$ cat config.mk
export PLATFORM = sky130hd
export DESIGN_NAME = pwm_period_duty_meter_unit
export DESIGN_NICKNAME = d
export VERILOG_FILES = /design/src/hw/rtl/pwmm_pkg.sv /design/src/hw/rtl/pwmm_div.sv /design/src/hw/rtl/pwmm_dp.sv /design/src/hw/rtl/pwmm_ctrl.sv /design/src/hw/rtl/pwm_period_duty_meter_unit.sv
export SDC_FILE = /design/constraint.sdc
export NUM_CORES = 2
export LEC_CHECK = 0
export BUFFER_PORTS_ARGS = -buffer_cell sky130_fd_sc_hd__buf_2
export CORE_ASPECT_RATIO = 1.1
export CORE_UTILIZATION = 50
export CTS_BUF_LIST = sky130_fd_sc_hd__clkbuf_2
export CTS_CLUSTER_DIAMETER = 30
export DETAILED_ROUTE_END_ITERATION = 8
export GPL_ROUTABILITY_DRIVEN = 0
export PLACE_DENSITY = 0.76
export SYNTH_ARGS = -nofsm -noshare
export SYNTH_HDL_FRONTEND = slang
export SYNTH_HIERARCHICAL = 1
export SYNTH_SLANG_ARGS = --single-unit
$ cat constraint.sdc
create_clock -name clk -period 10.61 [get_ports clk]
set_input_delay 1.5915 -clock clk [delete_from_list [all_inputs] [get_ports clk]]
set_output_delay 1.5915 -clock clk [all_outputs]
set_load 0.01 [all_outputs]
$ cat src/hw/rtl/pwmm_pkg.sv
`default_nettype none
package pwmm_pkg;

  // Field and register widths
  localparam int TIME_WIDTH  = 32;
  localparam int CNT_W       = 32;
  localparam int TICK_US_W   = 16;
  localparam int REPORT_W    = 24;
  localparam int PERIOD_W    = 32;
  localparam int FREQ_W      = 27;
  localparam int DUTY_W      = 10;
  localparam int CFG_INDEX_W = 8;
  localparam int CFG_DATA_W  = 32;

  // Derived datapath widths
  localparam int PROD_W   = CNT_W + TICK_US_W;
  localparam int SUM_W    = TIME_WIDTH + 1;
  localparam int SCALED_W = TIME_WIDTH + DUTY_W;
  localparam int DIV_N_W  = $clog2(FREQ_W + 1);

  // Constants
  localparam logic [63:0] TIME_MAX64 = (64'd1 << TIME_WIDTH) - 64'd1;
  localparam logic [63:0] CNT_MAX64  = (64'd1 << CNT_W) - 64'd1;
  localparam logic [PROD_W-1:0] PROD_TIME_MAX = PROD_W'(TIME_MAX64);
  localparam logic [SUM_W-1:0] SUM_PERIOD_MAX = SUM_W'(CNT_MAX64);
  localparam logic [FREQ_W-1:0] CENTIHZ_NUM = FREQ_W'(100000000);
  localparam logic [SCALED_W-1:0] DUTY_SCALE = SCALED_W'(1000);
  localparam logic [TICK_US_W-1:0] TICK_US_RESET = TICK_US_W'(1000);
  localparam logic [REPORT_W-1:0] REPORT_TICKS_RESET = REPORT_W'(1000);

  // Quotient bits produced by each divider run
  localparam logic [DIV_N_W-1:0] FREQ_STEPS = DIV_N_W'(FREQ_W);
  localparam logic [DIV_N_W-1:0] DUTY_STEPS = DIV_N_W'(DUTY_W);

  // Register indexes
  localparam logic [CFG_INDEX_W-1:0] REG_TICK_US      = CFG_INDEX_W'(0);
  localparam logic [CFG_INDEX_W-1:0] REG_REPORT_TICKS = CFG_INDEX_W'(1);

  // Controller to datapath commands
  typedef struct packed {
    logic count;
    logic mul;
    logic store;
    logic report;
    logic div_start;
    logic div_duty;
    logic freq_load;
    logic out_load;
  } pwmm_cmd_t;

  // Datapath to controller status
  typedef struct packed {
    logic changed;
    logic report_ok;
    logic div_done;
    logic div_busy;
  } pwmm_status_t;

endpackage
`default_nettype wire

$ cat src/hw/rtl/pwmm_div.sv
`default_nettype none
module pwmm_div (
  input  wire logic                              clk,
  input  wire logic                              rst,
  input  wire logic                              start,
  input  wire logic [pwmm_pkg::SUM_W-1:0]        num_hi,
  input  wire logic [pwmm_pkg::FREQ_W-1:0]       num_lo,
  input  wire logic [pwmm_pkg::DIV_N_W-1:0]      steps,
  input  wire logic [pwmm_pkg::SUM_W-1:0]        divisor,
  output logic [pwmm_pkg::FREQ_W-1:0]            quotient,
  output logic                                   busy,
  output logic                                   done
);

  logic [pwmm_pkg::SUM_W-1:0]   rem;
  logic [pwmm_pkg::FREQ_W-1:0]  lo;
  logic [pwmm_pkg::DIV_N_W-1:0] cnt;
  logic [pwmm_pkg::SUM_W:0]     trial;
  logic [pwmm_pkg::SUM_W:0]     diff;
  logic                         ge;

  // One restoring step: shift in the next numerator bit, subtract if it fits
  always_comb begin
    trial = {rem, lo[pwmm_pkg::FREQ_W-1]};
    diff  = trial - {1'b0, divisor};
    ge    = trial >= {1'b0, divisor};
  end

  // Hold control flags
  always_ff @(posedge clk) begin
    if (rst) begin
      busy <= 1'b0;
      done <= 1'b0;
      cnt  <= '0;
    end else if (start) begin
      busy <= 1'b1;
      done <= 1'b0;
      cnt  <= steps;
    end else if (busy) begin
      cnt <= cnt - 1'b1;
      if (cnt == pwmm_pkg::DIV_N_W'(1)) begin
        busy <= 1'b0;
        done <= 1'b1;
      end
    end
  end

  // Advance remainder and quotient
  always_ff @(posedge clk) begin
    if (start) begin
      rem      <= num_hi;
      lo       <= num_lo;
      quotient <= '0;
    end else if (busy) begin
      rem      <= ge ? diff[pwmm_pkg::SUM_W-1:0] : trial[pwmm_pkg::SUM_W-1:0];
      lo       <= {lo[pwmm_pkg::FREQ_W-2:0], 1'b0};
      quotient <= {quotient[pwmm_pkg::FREQ_W-2:0], ge};
    end
  end

endmodule
`default_nettype wire

$ cat src/hw/rtl/pwmm_dp.sv
`default_nettype none
module pwmm_dp (
  input  wire logic                                 clk,
  input  wire logic                                 rst,
  input  wire pwmm_pkg::pwmm_cmd_t                  cmd,
  output pwmm_pkg::pwmm_status_t                    status,
  input  wire logic                                 cfg_we,
  input  wire logic [pwmm_pkg::CFG_INDEX_W-1:0]     cfg_index,
  input  wire logic [pwmm_pkg::CFG_DATA_W-1:0]      cfg_data,
  input  wire logic                                 pin_level,
  output logic [pwmm_pkg::PERIOD_W-1:0]             period_us,
  output logic [pwmm_pkg::FREQ_W-1:0]               frequency_centihz,
  output logic [pwmm_pkg::DUTY_W-1:0]               duty_tenths_percent
);

  logic [pwmm_pkg::TICK_US_W-1:0]  tick_us;
  logic [pwmm_pkg::REPORT_W-1:0]   report_ticks;
  logic                            last_level;
  logic [pwmm_pkg::CNT_W-1:0]      tick_count;
  logic [pwmm_pkg::CNT_W-1:0]      ticks_since_report;
  logic [pwmm_pkg::TIME_WIDTH-1:0] high_time;
  logic [pwmm_pkg::TIME_WIDTH-1:0] low_time;
  logic [pwmm_pkg::PROD_W-1:0]     prod;
  logic [pwmm_pkg::SUM_W-1:0]      sum;
  logic [pwmm_pkg::FREQ_W-1:0]     freq;
  logic [pwmm_pkg::TIME_WIDTH-1:0] time_sat;
  logic [pwmm_pkg::SCALED_W-1:0]   high_scaled;
  logic [pwmm_pkg::SUM_W-1:0]      div_hi;
  logic [pwmm_pkg::FREQ_W-1:0]     div_lo;
  logic [pwmm_pkg::DIV_N_W-1:0]    div_steps;
  logic [pwmm_pkg::FREQ_W-1:0]     div_q;
  logic                            div_busy;
  logic                            div_done;

  // Configuration registers
  always_ff @(posedge clk) begin
    if (rst) begin
      tick_us      <= pwmm_pkg::TICK_US_RESET;
      report_ticks <= pwmm_pkg::REPORT_TICKS_RESET;
    end else if (cfg_we) begin
      case (cfg_index)
        pwmm_pkg::REG_TICK_US:      tick_us      <= cfg_data[pwmm_pkg::TICK_US_W-1:0];
        pwmm_pkg::REG_REPORT_TICKS: report_ticks <= cfg_data[pwmm_pkg::REPORT_W-1:0];
        default: ;
      endcase
    end
  end

  // Saturate the product to the time width
  always_comb begin
    time_sat = (prod > pwmm_pkg::PROD_TIME_MAX) ? pwmm_pkg::TIME_WIDTH'(pwmm_pkg::TIME_MAX64)
                                                : pwmm_pkg::TIME_WIDTH'(prod);
  end

  // Counters, level and measured times
  always_ff @(posedge clk) begin
    if (rst) begin
      last_level         <= 1'b0;
      tick_count         <= '0;
      ticks_since_report <= '0;
      high_time          <= '0;
      low_time           <= '0;
    end else begin
      if (cmd.count) begin
        if (tick_count != '1) tick_count <= tick_count + 1'b1;
        if (ticks_since_report != '1) ticks_since_report <= ticks_since_report + 1'b1;
      end
      if (cmd.store) begin
        if (last_level) high_time <= time_sat;
        else            low_time  <= time_sat;
        last_level <= ~last_level;
        tick_count <= '0;
      end
      if (cmd.report) ticks_since_report <= '0;
    end
  end

  // Time product and report sum
  always_ff @(posedge clk) begin
    if (cmd.mul) prod <= pwmm_pkg::PROD_W'(tick_count) * pwmm_pkg::PROD_W'(tick_us);
    if (cmd.report) sum <= pwmm_pkg::SUM_W'(high_time) + pwmm_pkg::SUM_W'(low_time);
  end

  // Select the numerator for the shared divider
  always_comb begin
    high_scaled = pwmm_pkg::SCALED_W'(high_time) * pwmm_pkg::DUTY_SCALE;
    if (cmd.div_duty) begin
      div_hi    = pwmm_pkg::SUM_W'(high_scaled[pwmm_pkg::SCALED_W-1:pwmm_pkg::DUTY_W]);
      div_lo    = {high_scaled[pwmm_pkg::DUTY_W-1:0],
                   (pwmm_pkg::FREQ_W - pwmm_pkg::DUTY_W)'(0)};
      div_steps = pwmm_pkg::DUTY_STEPS;
    end else begin
      div_hi    = '0;
      div_lo    = pwmm_pkg::CENTIHZ_NUM;
      div_steps = pwmm_pkg::FREQ_STEPS;
    end
  end

  pwmm_div u_div (
    .clk      (clk),
    .rst      (rst),
    .start    (cmd.div_start),
    .num_hi   (div_hi),
    .num_lo   (div_lo),
    .steps    (div_steps),
    .divisor  (sum),
    .quotient (div_q),
    .busy     (div_busy),
    .done     (div_done)
  );

  // Result registers
  always_ff @(posedge clk) begin
    if (cmd.freq_load) freq <= div_q;
    if (cmd.out_load) begin
      period_us           <= (sum > pwmm_pkg::SUM_PERIOD_MAX) ? '1 : pwmm_pkg::PERIOD_W'(sum);
      frequency_centihz   <= freq;
      duty_tenths_percent <= div_q[pwmm_pkg::DUTY_W-1:0];
    end
  end

  // Status back to the controller
  always_comb begin
    status.changed   = pin_level != last_level;
    status.report_ok = (high_time != '0) && (low_time != '0) &&
                       (ticks_since_report >= pwmm_pkg::CNT_W'(report_ticks));
    status.div_done  = div_done;
    status.div_busy  = div_busy;
  end

endmodule
`default_nettype wire

$ cat src/hw/rtl/pwmm_ctrl.sv
`default_nettype none
module pwmm_ctrl (
  input  wire logic                   clk,
  input  wire logic                   rst,
  input  wire logic                   in_valid,
  output logic                        in_ready,
  output logic                        out_valid,
  input  wire logic                   out_ready,
  input  wire pwmm_pkg::pwmm_status_t status,
  output pwmm_pkg::pwmm_cmd_t         cmd
);

  localparam logic [3:0] S_IDLE   = 4'd0;
  localparam logic [3:0] S_MUL    = 4'd1;
  localparam logic [3:0] S_STORE  = 4'd2;
  localparam logic [3:0] S_CHECK  = 4'd3;
  localparam logic [3:0] S_FSTART = 4'd4;
  localparam logic [3:0] S_FREQ   = 4'd5;
  localparam logic [3:0] S_DSTART = 4'd6;
  localparam logic [3:0] S_DUTY   = 4'd7;
  localparam logic [3:0] S_OUT    = 4'd8;

  logic [3:0] state;
  logic [3:0] state_next;
  logic       accept;
  logic       slot_free;

  assign in_ready  = state == S_IDLE;
  assign accept    = in_valid && in_ready;
  assign slot_free = !out_valid || out_ready;

  // Next state and commands
  always_comb begin
    state_next = state;
    cmd        = '0;
    case (state)
      S_IDLE: begin
        cmd.count = accept;
        if (accept && status.changed) state_next = S_MUL;
      end
      S_MUL: begin
        cmd.mul    = 1'b1;
        state_next = S_STORE;
      end
      S_STORE: begin
        cmd.store  = 1'b1;
        state_next = S_CHECK;
      end
      S_CHECK: begin
        if (status.report_ok) begin
          cmd.report = 1'b1;
          state_next = S_FSTART;
        end else begin
          state_next = S_IDLE;
        end
      end
      S_FSTART: begin
        cmd.div_start = 1'b1;
        state_next    = S_FREQ;
      end
      S_FREQ: begin
        if (status.div_done) begin
          cmd.freq_load = 1'b1;
          state_next    = S_DSTART;
        end
      end
      S_DSTART: begin
        cmd.div_start = 1'b1;
        cmd.div_duty  = 1'b1;
        state_next    = S_DUTY;
      end
      S_DUTY: begin
        if (status.div_done) state_next = S_OUT;
      end
      S_OUT: begin
        if (slot_free) begin
          cmd.out_load = 1'b1;
          state_next   = S_IDLE;
        end
      end
      default: state_next = S_IDLE;
    endcase
  end

  // State and output valid
  always_ff @(posedge clk) begin
    if (rst) begin
      state     <= S_IDLE;
      out_valid <= 1'b0;
    end else begin
      state <= state_next;
      if (cmd.out_load)   out_valid <= 1'b1;
      else if (out_ready) out_valid <= 1'b0;
    end
  end

endmodule
`default_nettype wire

$ cat src/hw/rtl/pwm_period_duty_meter_unit.sv
`default_nettype none
// Channel  Direction  Handshake              Payload
// in       sink       in_valid / in_ready    pin_level
// out      source     out_valid / out_ready  period_us, frequency_centihz, duty_tenths_percent
// cfg      sink       cfg_valid / cfg_ready  cfg_index, cfg_data
//
// A tick without a level change is taken in IDLE; a change also passes MUL, STORE and CHECK.
// A change that reports then runs the one-bit-per-cycle divider in FREQ and DUTY,
// for 27 frequency bits and then 10 duty bits, plus any wait in OUT for the output slot.
// Synchronous active-high reset clears counters, times and control; registers
// return to 1000. A waiting result does not block ticks until the next report.
module pwm_period_duty_meter_unit (
  input  wire logic                              clk,
  input  wire logic                              rst,
  input  wire logic                              in_valid,
  output logic                                   in_ready,
  input  wire logic                              pin_level,
  output logic                                   out_valid,
  input  wire logic                              out_ready,
  output logic [pwmm_pkg::PERIOD_W-1:0]          period_us,
  output logic [pwmm_pkg::FREQ_W-1:0]            frequency_centihz,
  output logic [pwmm_pkg::DUTY_W-1:0]            duty_tenths_percent,
  input  wire logic                              cfg_valid,
  output logic                                   cfg_ready,
  input  wire logic [pwmm_pkg::CFG_INDEX_W-1:0]  cfg_index,
  input  wire logic [pwmm_pkg::CFG_DATA_W-1:0]   cfg_data
);

  pwmm_pkg::pwmm_cmd_t    cmd;
  pwmm_pkg::pwmm_status_t status;

  assign cfg_ready = 1'b1;

  pwmm_ctrl u_ctrl (
    .clk       (clk),
    .rst       (rst),
    .in_valid  (in_valid),
    .in_ready  (in_ready),
    .out_valid (out_valid),
    .out_ready (out_ready),
    .status    (status),
    .cmd       (cmd)
  );

  pwmm_dp u_dp (
    .clk                 (clk),
    .rst                 (rst),
    .cmd                 (cmd),
    .status              (status),
    .cfg_we              (cfg_valid && cfg_ready),
    .cfg_index           (cfg_index),
    .cfg_data            (cfg_data),
    .pin_level           (pin_level),
    .period_us           (period_us),
    .frequency_centihz   (frequency_centihz),
    .duty_tenths_percent (duty_tenths_percent)
  );

  // Never overwrite a result that is still waiting
  a_out_slot: assert property (@(posedge clk) disable iff (rst)
    cmd.out_load |-> (!out_valid || out_ready))
    else $error("result loaded over a waiting item");

  // Divider is never restarted mid-run
  a_div_start: assert property (@(posedge clk) disable iff (rst)
    cmd.div_start |-> !status.div_busy)
    else $error("divider started while busy");

  // No tick is taken while a division runs
  a_no_accept_busy: assert property (@(posedge clk) disable iff (rst)
    status.div_busy |-> !in_ready)
    else $error("input ready during division");

endmodule
`default_nettype wire

==> impl_results.md <==
- Leak Pwr: 20.72 nW
- CTS H-tree depth: 3
- Largest net degree at the start of global routing: 75
- Ports: 118
- DRC errors left: 0
- CP peak stage delay: 1030 ps
- Clock skew: 191.0 ps
- Gate Count Post-Synth: 4430
- CTS tree: yes
- Critical path fanouts, max: 21
- DR WL/cell: 17.48 um
- Worst hold slack: 384.2 ps
- Max VDD drop: 0.06840 mV
- Max-slew violation count: 0
- CTS sink count: 445
- Vias per std cell: 5.515
- Number of setup buffers added after CTS: 0
- DRT met1 WL: 38680 um
- Die Footprint: 86660 um2
- Worst-Skew Late Latency: 1260 ps
- CTS Buffer Depth: 3
- CTS Root Cell: clkbuf_2
- Area of the core: 84780 um2
- Req. time, crit path: 11440 ps
- Number of global-route vias before repair: 32.20k
- Final Util: 0.5367
- Grt ovf: 0
- Total of max-cap violations: 0
- Share of the clock period used by the worst path: 0.6943
- Vias: 31.64k
- Commonest cells after routing, fill and taps aside: inv_1, fa_1, nand2_1, ha_1, nor2_1
- Syn_area_per_cell: 9.649 um2
- Antenna viol nets, final: 0
- Drt first-iter violations: 2108
- DRT Wirelength: 100200 um
- Area grow syn2layout: 6.443%
- Reg clk slew, reported paths: 110 ps
- Crit path buffers/inverters: 2
- Tot GR Track Use: 0.2375
- Die Y: 308.7 um
- Status: finished, final reports clean
- TNS Setup: 0 ps
- CTS Hold Buffers Added: 0
- Relative slew slack: 0.2188
- Area of the multi-input gates: 28480 um2
- Fin. Hold Viols: 0
- Commonest non-fill, non-tap cell in the layout: inv_1
- Crit. End Element: flop
- Critical path, cell by cell: and2_1, fa_1, fa_1, fa_1, fa_1, fa_1, inv_1, fa_1, inv_1, ha_1, nand2_1, or3_4, or2_0, o211ai_2, a41oi_2, o311a_1, o21ai_2, xnor2_1
- Starting Density: 0.5042
- Highest-delay cell along the critical path: dfxtp_1
- Top sig layer: met4
- Worst Setup Start Kind: flop
- RSZ-0062 raised after global routing: false
- Tmin final: 7367 ps
- Kind of critical path: flop to flop
- CP delay by family, top: adder cells
- Die Span X: 280.8 um
- Mapped Area: 42740 um2
- Ys Warns: 6
- Layout cells sized above 1: 0.1054
- Final setup violation count: 0
- Max Freq: 0.1357 GHz
- Initial antenna violation count: 2
- Register area: 11290 um2
- TritonRoute pass-1 iters: 5
- Wire length on met2: 50190 um
- PortBufs: 108
- Std cell rows: 112
- Num CTS Buffers: 116
- Crit path DAT: 8190 ps
- Worst Tran Pin Value: 1168 ps
- # fillers: 7445
- Power Dens Cells: 77.54 nW/um2
- Detailed Place HPWL: 73690 um
- Worst min path class: flop to flop
- Most used cell, CP: fa_1
- First-pass GRT wire length: 164200 um
- Met3 routed WL: 6216 um
- Fin nets: 5390
- Post-cts sizing count: 0
-- per-stage QoR --
step | worst slack, ps | total power, mW | area, um2 | instances
after floorplan | 4283 | 2.133 | 42800 | 4446
after global placement | 3601 | 2.233 | 44250 | 5515
after detailed placement | 3511 | 2.244 | 44250 | 5515
after CTS | 3265 | 3.580 | 45490 | 5733
after global routing | 2865 | 3.708 | 45500 | 5736
final | 3243 | 3.528 | 45500 | 5736
-- sequential cells by signal, indices dropped and copies added (netlist names), 4 cells and up --
register	cells
u_dp/u_div/lo	27
u_dp/prod	48
u_dp/freq	27
u_dp/frequency_centihz	27
u_dp/period_us	32
u_dp/tick_us	16
u_dp/report_ticks	24
u_dp/u_div/rem	33
u_dp/low_time	32
u_dp/duty_tenths_percent	10
u_dp/sum	33
u_dp/u_div/cnt	5
u_dp/tick_count	32
u_dp/high_time	32
u_ctrl/state	4
u_dp/u_div/quotient	27
u_dp/ticks_since_report	32
-- layer usage --
metal / up-vias / GRT usage
li1: 14680 / -
met2: 1174 / 0.4150
met1: 15460 / 0.2808
met4: 0 / 0.1266
met3: 321 / 0.03678
met5: - / 0
-- power breakdown --
part           internal [mW]  switching, mW  total, mW
Combinational          0.127          0.205      0.332
Clock                  0.566          0.756       1.32
Sequential              1.84         0.0371       1.87
Total                   2.53          0.998       3.53
-- worst min-delay path, cell delays in order (launching register included) --
cell,delay (ps)
edfxtp_1,340
nor2_1,50
o21ai_0,120
-- worst paths after layout --
check,depth (start not counted),slack (ps),from,to
max,18,3240,u_dp/tick_count[3],u_dp/prod[47]
min,2,380,u_dp/prod[9],u_dp/high_time[9]
max reg2reg,18,3240,u_dp/tick_count[3],u_dp/prod[47]
min reg2reg,2,380,u_dp/prod[9],u_dp/high_time[9]
-- final cells by class --
type,instances,area share
flip-flops and latches,445,0.2482
well taps,1140,0.03135
multi-input cells,3189,0.6259
repair buffers,145,0.01798
clock inverters,56,0.009487
clock buffers,162,0.01782
inverters,596,0.04917
diodes,3,0.0001650
No activity file was read; power rests on OpenSTA's default activity.
